### src/sv/bb3_pkg.sv
package bb3_pkg;

  localparam int BB3_MAX_WIDTH   = 2048;
  localparam int BB3_PIX_W       = 24;
  localparam int BB3_CFG_DATA_W  = 16;
  localparam int BB3_CFG_INDEX_W = 8;

  // configuration register indexes
  localparam logic [BB3_CFG_INDEX_W-1:0] REG_IMAGE_WIDTH  = 8'd0;
  localparam logic [BB3_CFG_INDEX_W-1:0] REG_IMAGE_HEIGHT = 8'd1;

  localparam logic [11:0] WIDTH_RESET  = 12'd640;
  localparam logic [15:0] HEIGHT_RESET = 16'd480;

  typedef enum logic [2:0] {
    ST_IDLE,
    ST_READ,
    ST_SHIFT,
    ST_SUM,
    ST_MUL,
    ST_DIV
  } bb3_state_t;

  // controller to datapath
  typedef struct packed {
    logic       accept;
    logic       shift;
    logic       sum;
    logic       mul;
    logic       load;
    logic       last;
    logic [1:0] k;
  } bb3_cmd_t;

  // datapath to controller
  typedef struct packed {
    logic [3:0] emit_mask;
    logic       out_free;
  } bb3_sts_t;

  // floor(2^16 / (2n)) for the rounded mean over n pixels
  function automatic logic [15:0] bb3_recip(input logic [3:0] n);
    logic [15:0] m;
    case (n)
      4'd1:    m = 16'd32768;
      4'd2:    m = 16'd16384;
      4'd3:    m = 16'd10922;
      4'd4:    m = 16'd8192;
      4'd5:    m = 16'd6553;
      4'd6:    m = 16'd5461;
      4'd7:    m = 16'd4681;
      4'd8:    m = 16'd4096;
      4'd9:    m = 16'd3640;
      default: m = 16'd32768;
    endcase
    return m;
  endfunction

endpackage

### src/sv/bb3_ctrl.sv
module bb3_ctrl (
  input  logic             clk,
  input  logic             rst_n,
  input  logic             in_tvalid,
  output logic             in_tready,
  input  bb3_pkg::bb3_sts_t sts,
  output bb3_pkg::bb3_cmd_t cmd
);
  import bb3_pkg::*;

  bb3_state_t state_r, state_nxt;
  logic [3:0] mask_r, mask_nxt;
  logic [1:0] k_r, k_nxt;

  // lowest pending result slot
  function automatic logic [1:0] first_idx(input logic [3:0] m);
    logic [1:0] i;
    if (m[0])      i = 2'd0;
    else if (m[1]) i = 2'd1;
    else if (m[2]) i = 2'd2;
    else           i = 2'd3;
    return i;
  endfunction

  // next state
  always_comb begin
    state_nxt = state_r;
    mask_nxt  = mask_r;
    k_nxt     = k_r;
    case (state_r)
      ST_IDLE: begin
        if (in_tvalid) state_nxt = ST_READ;
      end
      ST_READ: state_nxt = ST_SHIFT;
      ST_SHIFT: begin
        if (sts.emit_mask != 4'd0) begin
          k_nxt     = first_idx(sts.emit_mask);
          mask_nxt  = sts.emit_mask & ~(4'd1 << first_idx(sts.emit_mask));
          state_nxt = ST_SUM;
        end else begin
          state_nxt = ST_IDLE;
        end
      end
      ST_SUM: state_nxt = ST_MUL;
      ST_MUL: state_nxt = ST_DIV;
      ST_DIV: begin
        if (sts.out_free) begin
          if (mask_r != 4'd0) begin
            k_nxt     = first_idx(mask_r);
            mask_nxt  = mask_r & ~(4'd1 << first_idx(mask_r));
            state_nxt = ST_SUM;
          end else begin
            state_nxt = ST_IDLE;
          end
        end
      end
      default: state_nxt = ST_IDLE;
    endcase
  end

  // outputs
  always_comb begin
    cmd        = '0;
    cmd.k      = k_r;
    cmd.last   = (mask_r == 4'd0);
    in_tready  = 1'b0;
    case (state_r)
      ST_IDLE: begin
        in_tready  = 1'b1;
        cmd.accept = in_tvalid;
      end
      ST_SHIFT: cmd.shift = 1'b1;
      ST_SUM:   cmd.sum   = 1'b1;
      ST_MUL:   cmd.mul   = 1'b1;
      ST_DIV:   cmd.load  = sts.out_free;
      default:  cmd       = '0;
    endcase
  end

  always_ff @(posedge clk) begin
    if (!rst_n) begin
      state_r <= ST_IDLE;
      mask_r  <= 4'd0;
      k_r     <= 2'd0;
    end else begin
      state_r <= state_nxt;
      mask_r  <= mask_nxt;
      k_r     <= k_nxt;
    end
  end

endmodule

### config.mk
export PLATFORM = sky130hd
export DESIGN_NAME = bb3_ctrl
export DESIGN_NICKNAME = d
export VERILOG_FILES = /design/src/sv/bb3_pkg.sv /design/src/sv/bb3_ctrl.sv
export SDC_FILE = /design/constraint.sdc
export NUM_CORES = 1
export LEC_CHECK = 0
export BUFFER_PORTS_ARGS = -buffer_cell sky130_fd_sc_hd__buf_4
export CAP_MARGIN = 25
export CORE_AREA = 4 4 41 43
export DETAILED_ROUTE_END_ITERATION = 8
export DIE_AREA = 0 0 45 47
export HOLD_SLACK_MARGIN = 0.03
export PLACE_DENSITY_LB_ADDON = 0.08
export SLEW_MARGIN = 20
export SYNTH_ARGS = -nofsm -noshare
export SYNTH_HDL_FRONTEND = slang
export SYNTH_SLANG_ARGS = --single-unit
### constraint.sdc
create_clock -name clk -period 1.6 [get_ports clk]
set_input_delay 0.16 -clock clk [delete_from_list [all_inputs] [get_ports clk]]
set_output_delay 0.16 -clock clk [all_outputs]
set_load 0.02 [all_outputs]
Word level (Yosys, flattened, before mapping):

Index checks and enable logic that the tools add are counted.

* equal/unequal tests: 9
* shift-type cells: 2
* multiplexer cells: 28
* bitwise operators: 4
* reductions and logical operators: 8

Operator list (count)
* 2-bit two-way mux: 11
* 3-bit one-hot mux with 6 select lines: 1
* 4-bit two-way mux: 3
* 3-bit two-way mux: 3
* 4-bit bitwise AND: 2
* 1-bit two-way mux: 8
* 2-bit != test, second input constant: 4
* 4-bit inverter: 2
* 4-bit one-hot mux with 2 select lines: 1
* 4-bit nonzero test: 2
* 1-bit by 2-bit left shift with 4-bit output, first input constant: 2
* 3-bit by 2-bit equality test with 1-bit output, second input constant: 2
* 3-bit equality test, second input constant: 2
* 5-bit OR reduction: 1
* 4-bit logical NOT: 1
* 2-bit one-hot mux with 2 select lines: 1
* 4-bit AND reduction: 1
* 3-bit by 1-bit equality test with 1-bit output, second input constant: 1
* 3-bit logical NOT: 1
* 2-bit AND reduction: 1
* 2-bit nonzero test: 1

* flip-flop bits (word level): 9
* input bits: 8
* output and inout bits: 9
* logic and storage cells: 54

Depth between registers and ports, before layout:

Gate-level depths: netlist of run 1.

* word-level depth: 12
* gate-level depth with buffers: 6
* mapped depth without buffers: 4

Worst setup path after synthesis of run 1:

No wires, ideal clock.

* path type: register to register
* start point: register state_r[2]
* end point: register state_r[0]
* library setup time: 117 ps
* data arrival time: 1486 ps
* required time: 1483 ps
* setup slack: -3 ps
* cell stages (with the launch flop): 5
* path buffers: 1
* clock period less this slack: 1603 ps
* cells stage by stage: dfxtp_1 > buf_4 > nor3_1 > a221oi_1 > a22o_1

* word-level cells in the longest chain between the ends: 3
* elaborated cells between the ends (all ways): 10
* classes of those cells: 7 x eq/ne; 1 x mux; 2 x reduce/logical

Ends and longest elaborated chain
* from (decl): RTL line bb3_ctrl.sv:11 `bb3_state_t state_r, state_nxt;`
* from (signal assigned): RTL line bb3_ctrl.sv:86 `state_r <= state_nxt;`
* 3-bit equality test / 3-bit logical NOT (equally long branches): RTL line bb3_ctrl.sv:30 `case (state_r)`
* 2-bit != test (no line)
* 2-bit AND reduction (no line)

Parallel ways exist; a longest one is shown, timed or not.
A chain may end at the register's enable or synchronous reset.

==> results of run 1 <==
==> logic make-up after synthesis <==
group	count (synthesis)	synth area share, %
AO/OA/AOI/OAI	24	32.0
flip-flops	9	28.4
AND/OR/NAND/NOR	29	29.6
multiplexers	2	3.16
buffers and inverters	9	6.90
==> metal layers <==
| metal | routed length, µm | part of all wire (%) | vias up |
|---|---|---|---|
| met2 | 652 | 48 | 18 |
| met4 | 26 | 1.9 | 0 |
| met1 | 595 | 44 | 255 |
| li1 | - | - | 306 |
| met3 | 72 | 5.3 | 4 |
| met5 | 0 | 0 | - |
==> critical path: stages (launching register included) <==
cell and delay, ps:
dfxtp_1 350, nor4_4 310, buf_4 170, and2_1 120, buf_4 130
==> cell type report <==
class	instances	area, µm²
multi-input cells	55	428
fillers	114	489
well taps	15	18.8
inverters	4	15.0
clock buffers	4	26.3
flip-flops and latches	9	189
repair buffers	18	135
==> synthesized netlist by cell type (all sizes together), types with 3 or more instances <==
| cell | count | area [µm²] |
|---|---|---|
| buf | 4 | 25.0 |
| o22ai | 3 | 32.5 |
| nand2 | 4 | 15.0 |
| nor2 | 7 | 28.8 |
| o21a | 3 | 22.5 |
| a21oi | 5 | 25.0 |
| dfxtp | 9 | 180 |
| nor3 | 4 | 31.3 |
| inv | 4 | 15.0 |
| o221a | 3 | 33.8 |
| and2 | 5 | 31.3 |
| o21ai | 4 | 20.0 |
==> registers in the layout (all words and copies together), names as in the netlist <==
name / count
k_r: 2
state_r: 3
mask_r: 4
==> path summary, 6_finish.rpt <==
kind,from,end,slack [ps],cells past startpoint
setup / recovery,mask_r[2],cmd[2],100,4
hold / removal,rst_n,state_r[2],180,2
setup reg to reg,state_r[2],mask_r[2],260,4
hold reg to reg,k_r[0],k_r[0],460,2
==> where the power goes <==
part	switching (W)	total (W)	internal [W]
logic	0.000124	0.000258	0.000134
registers	0.0000409	0.000287	0.000246
clock network	0.0000819	0.000178	0.0000962
total	0.000247	0.000723	0.000476
==> what timing repair did <==
action	in CTS	in global routing
endpoints found under the hold margin	0	0
cloned	0	0
resized for setup	2	5
endpoints found under the setup margin	3	4
buffers inserted	0	0
==> stage by stage <==
stage | total power (W) | instances
finish | 0.000723 | 105
global placement | 0.000537 | 101
detailed placement | 0.000538 | 101
floorplan | 0.000447 | 73
global route | 0.000771 | 105
CTS | 0.000720 | 105
==> out/metrics.cfg, run 1 <==
[synthesis]
yosys_warnings = 0
synth_area_um2 = 634
ys_seq_elements = 9
async_flop_share_pct = 0
yosysSeqAreaShare_pct = 28.4
synth.distinct_cells = 32
synth-edff-count = 0
yosys_most_used_dff = dfxtp_1
syn_nets = 81
syn_avg_cell_area_um2 = 8.69
synthCells = 73

[timing]
max_freq_mhz = 666
min_period_ps = 1500
setup_viol = 0
hold_viol = 0
holdWs_ps = 185
drv_slew = 0
worst_slack_ps = 99.4
fin_tns_setup_ps = 0
relSlewSlack_pct = 77.7
finalCritPeriodShare_pct = 93.8
rsz0062_at_grt = false
tightest_slew_ps = 330
skew_ps = 7.40

[clock_tree]
root_buffer = clkbuf_4
h-tree-depth = 1
insertion_delay_ps = 270
path_clk_slew_ps = 60
cts_sinks = 9
cts_hold_buffers = 0
clockBufferDepth = 2
cts_tree = yes
cts-buffers-inserted = 3

[global_routing]
grt_pass1_wl_um = 2260
grt.busiest_layer = met2
grtUsageTotal_pct = 14.8
grt.overflow.total = 0
antenna_found_initial = 0
grt_start_max_net_pins = 14
met2_usage_pct = 23.4
globalRouteMet1Util_pct = 17.7
grt_pass1_vias = 543
met3_usage_pct = 5.75

[layout]
final_common_cell = buf_4
area_growth_pct = 28.0
fin_util_pct = 62.4
final_area_um2 = 812
final_cell_mix = buf_4, nor2_1, dfxtp_1
antenna_cells = 0
layout-drive-gt1-share_pct = 36.7
fin_nets = 99

[placement]
hpwl_um = 1050
place_ws_ps = 107
dpl-instance-area_um2 = 764
port_buffers = 16
place.gp.congestion = 0.741

[route]
vias = 583
drt-vias-per-instance = 5.55
ant_nets = 0
drc = 0
drt-initial-drc-count = 14
post_drt_wl_per_cell_um = 12.8
wl_um = 1350
first_pass_iters = 4

[power]
powerDensity_nw_per_um2 = 890
p_leak_nw = 0.373
ir_drop_mv = 0.476

[worst_setup_path]
required_ps = 1440
crit_type = register to output pin
worstSetupEndpointType = output pin
crit_path_max_fanout = 4
critPathArrivalTime_ps = 1340
startpoint_type = register

[die]
rows = 13
die_h_um = 47
initial_core_util_pct = 48.7
ioPinCount = 17
die-area_um2 = 2120
die_w_um = 45
coreArea_um2 = 1300

[outcome]
status = finished clean

[job]
maxCapViolations = 0

[worst_hold_path]
min-delay-path-class = primary input to register

Note: power is estimated with default switching activity, not from simulation.
==> run 2: changes to the inputs <==
--- a/config.mk
+++ b/config.mk
@@ -11,7 +11,8 @@
 export DETAILED_ROUTE_END_ITERATION = 8
 export DIE_AREA = 0 0 45 47
 export HOLD_SLACK_MARGIN = 0.03
-export PLACE_DENSITY_LB_ADDON = 0.08
+export PLACE_DENSITY_LB_ADDON = 0.15
+export SKIP_LAST_GASP = 1
 export SLEW_MARGIN = 20
 export SYNTH_ARGS = -nofsm -noshare
 export SYNTH_HDL_FRONTEND = slang
==> run 2 against run 1 <==
Effect of this change: routed wire length down 0.15%; first-iteration DRC count shrank 36%; critical path depth up 1; critical path type unchanged.
==> out/metrics.cfg, run 2 (synthesis gave the netlist of run 1 again) <==
[route]
drt-initial-drc-count = 9  ; was 14
first_pass_iters = 6  ; was 4
drt-vias-per-instance = 5.25  ; was 5.55
drc = 0  ; unchanged
wl_um = 1340  ; was 1350 µm
post_drt_wl_per_cell_um = 12.6  ; was 12.8 µm
ant_nets = 0  ; unchanged
vias = 562  ; was 583

[worst_setup_path]
worstReg2RegStart = state_r[0]  ; was state_r[2]
crit_type = register to output pin  ; unchanged
required_ps = 1440  ; about the same
startpoint_type = register  ; unchanged
worstRegToRegCells = 4  ; unchanged
crit_path_max_fanout = 10  ; was 4
reg2reg_slack_ps = 330  ; was 260 ps
critPathArrivalTime_ps = 1300  ; was 1340 ps
timing.rr.end = mask_r[3]  ; was mask_r[2]
worstSetupEndpointType = output pin  ; unchanged

[die]
die-area_um2 = 2120  ; unchanged
ioPinCount = 17  ; unchanged
die_h_um = 47  ; unchanged
die_w_um = 45  ; unchanged
coreArea_um2 = 1300  ; unchanged
initial_core_util_pct = 48.7  ; unchanged
rows = 13  ; unchanged

[worst_hold_path]
hp-start = rst_n  ; unchanged
min-delay-path-class = primary input to register  ; unchanged
hold_path_depth = 2  ; unchanged
min_to = state_r[2]  ; unchanged

[clock_tree]
cts_tree = yes  ; unchanged
clockBufferDepth = 2  ; unchanged
path_clk_slew_ps = 50  ; was 60 ps
cts_sinks = 9  ; unchanged
cts_hold_buffers = 0  ; unchanged
cts-buffers-inserted = 3  ; unchanged
root_buffer = clkbuf_4  ; unchanged
insertion_delay_ps = 260  ; was 270 ps
h-tree-depth = 1  ; unchanged

[layout]
final_common_cell = buf_4  ; unchanged
antenna_cells = 0  ; unchanged
reg_top3 = mask_r: 4 flops, state_r: 3 flops, k_r: 2 flops  ; unchanged
largest_reg_flops = 4  ; unchanged
largest_register = mask_r  ; unchanged
area_growth_pct = 28.6  ; was 28.0%
final_cell_mix = buf_4, nor2_1, dfxtp_1  ; unchanged
fin_nets = 101  ; was 99
layout-drive-gt1-share_pct = 38.0  ; was 36.7%

[timing]
hold_viol = 0  ; unchanged
tightest_slew_ps = 334  ; was 330 ps
finalCritPeriodShare_pct = 91.3  ; was 93.8%
min_period_ps = 1460  ; was 1500 ps
holdWs_ps = 202  ; was 185 ps
fin_tns_setup_ps = 0  ; unchanged
setup_viol = 0  ; unchanged
skew_ps = 3.02  ; was 7.40 ps
max_freq_mhz = 684  ; was 666 MHz
drv_slew = 0  ; unchanged
rsz0062_at_grt = false  ; unchanged
relSlewSlack_pct = 77.6  ; was 77.7%

[global_routing]
grt.overflow.total = 0  ; unchanged
antenna_found_initial = 0  ; unchanged
grt_pass1_wl_um = 2250  ; was 2260 µm
grt_pass1_vias = 533  ; was 543
grt_start_max_net_pins = 14  ; unchanged
grtUsageTotal_pct = 14.7  ; was 14.8%

[placement]
port_buffers = 16  ; unchanged
place.gp.congestion = 0.748  ; was 0.741
hpwl_um = 1060  ; was 1050 µm

[power]
powerDensity_nw_per_um2 = 872  ; was 890 nW/µm²
ir_drop_mv = 0.498  ; was 0.476 mV
p_leak_nw = 0.379  ; was 0.373 nW

[outcome]
status = finished clean  ; unchanged

[job]
maxCapViolations = 0  ; unchanged

[run 2: changes by cell type in the layout (fill, tap and decap cells not counted), sizes merged]
cell / change
buf: +2
[run 2: worst max path at each step]
stage,from,end,slack [ps],depth (start not counted)
3_5_place_dp,state_r[1],mask_r[3],190,4
4_1_cts,state_r[1],cmd[2],40,5
3_3_place_gp,state_r[1],mask_r[1],220,4
2_1_floorplan,state_r[2],state_r[0],250,4
5_1_grt,state_r[0],cmd[0],50,5
6_report,state_r[1],cmd[0],140,5
[run 2: repair_timing]
action,in CTS,in global routing
resized for setup,3,2
endpoints found under the setup margin,3,3
setup buffers,0,0
[run 2: critical path, cell delays in order (launching register included)]
cell	delay [ps]
dfxtp_4	380
nand2b_1	170
nor2_1	130
a21oi_2	60
and2_1	150
buf_4	150
[run 2: stage by stage]
step	instance area, µm²	power [W]	cells	utilization (%)	setup slack [ps]
floorplan	639	0.000447	73	-	248
global placement	779	0.000545	103	59.9	221
detailed placement	779	0.000546	103	59.9	186
CTS	810	0.000722	107	62.2	38.3
global route	816	0.000763	107	62.7	49.4
finish	816	0.000711	107	62.7	138
[run 2: final cells by class]
| cell class | instances | area (µm²) |
|---|---|---|
| tap | 15 | 18.8 |
| multi-input combinational | 55 | 419 |
| timing repair buffer | 20 | 150 |
| inverter | 4 | 15.0 |
| clock buffer | 4 | 26.3 |
| sequential | 9 | 186 |
| fill | 120 | 485 |
[run 2: per-layer routing]
| metal | global-route usage (%) | routed length [µm] | vias to the layer above | share of wire, % |
|---|---|---|---|---|
| li1 | - | - | 311 | - |
| met1 | 17.7 | 604 | 237 | 45 |
| met2 | 24.3 | 674 | 14 | 50 |
| met3 | 7.28 | 64 | 0 | 4.8 |
| met4 | 1.75 | 0 | 0 | 0 |
| met5 | 0 | 0 | - | 0 |
[run 2: power by group]
part,internal [W],switching (W)
combinational,0.000135,0.000130
clock,0.0000957,0.0000728
sequential,0.000246,0.0000331
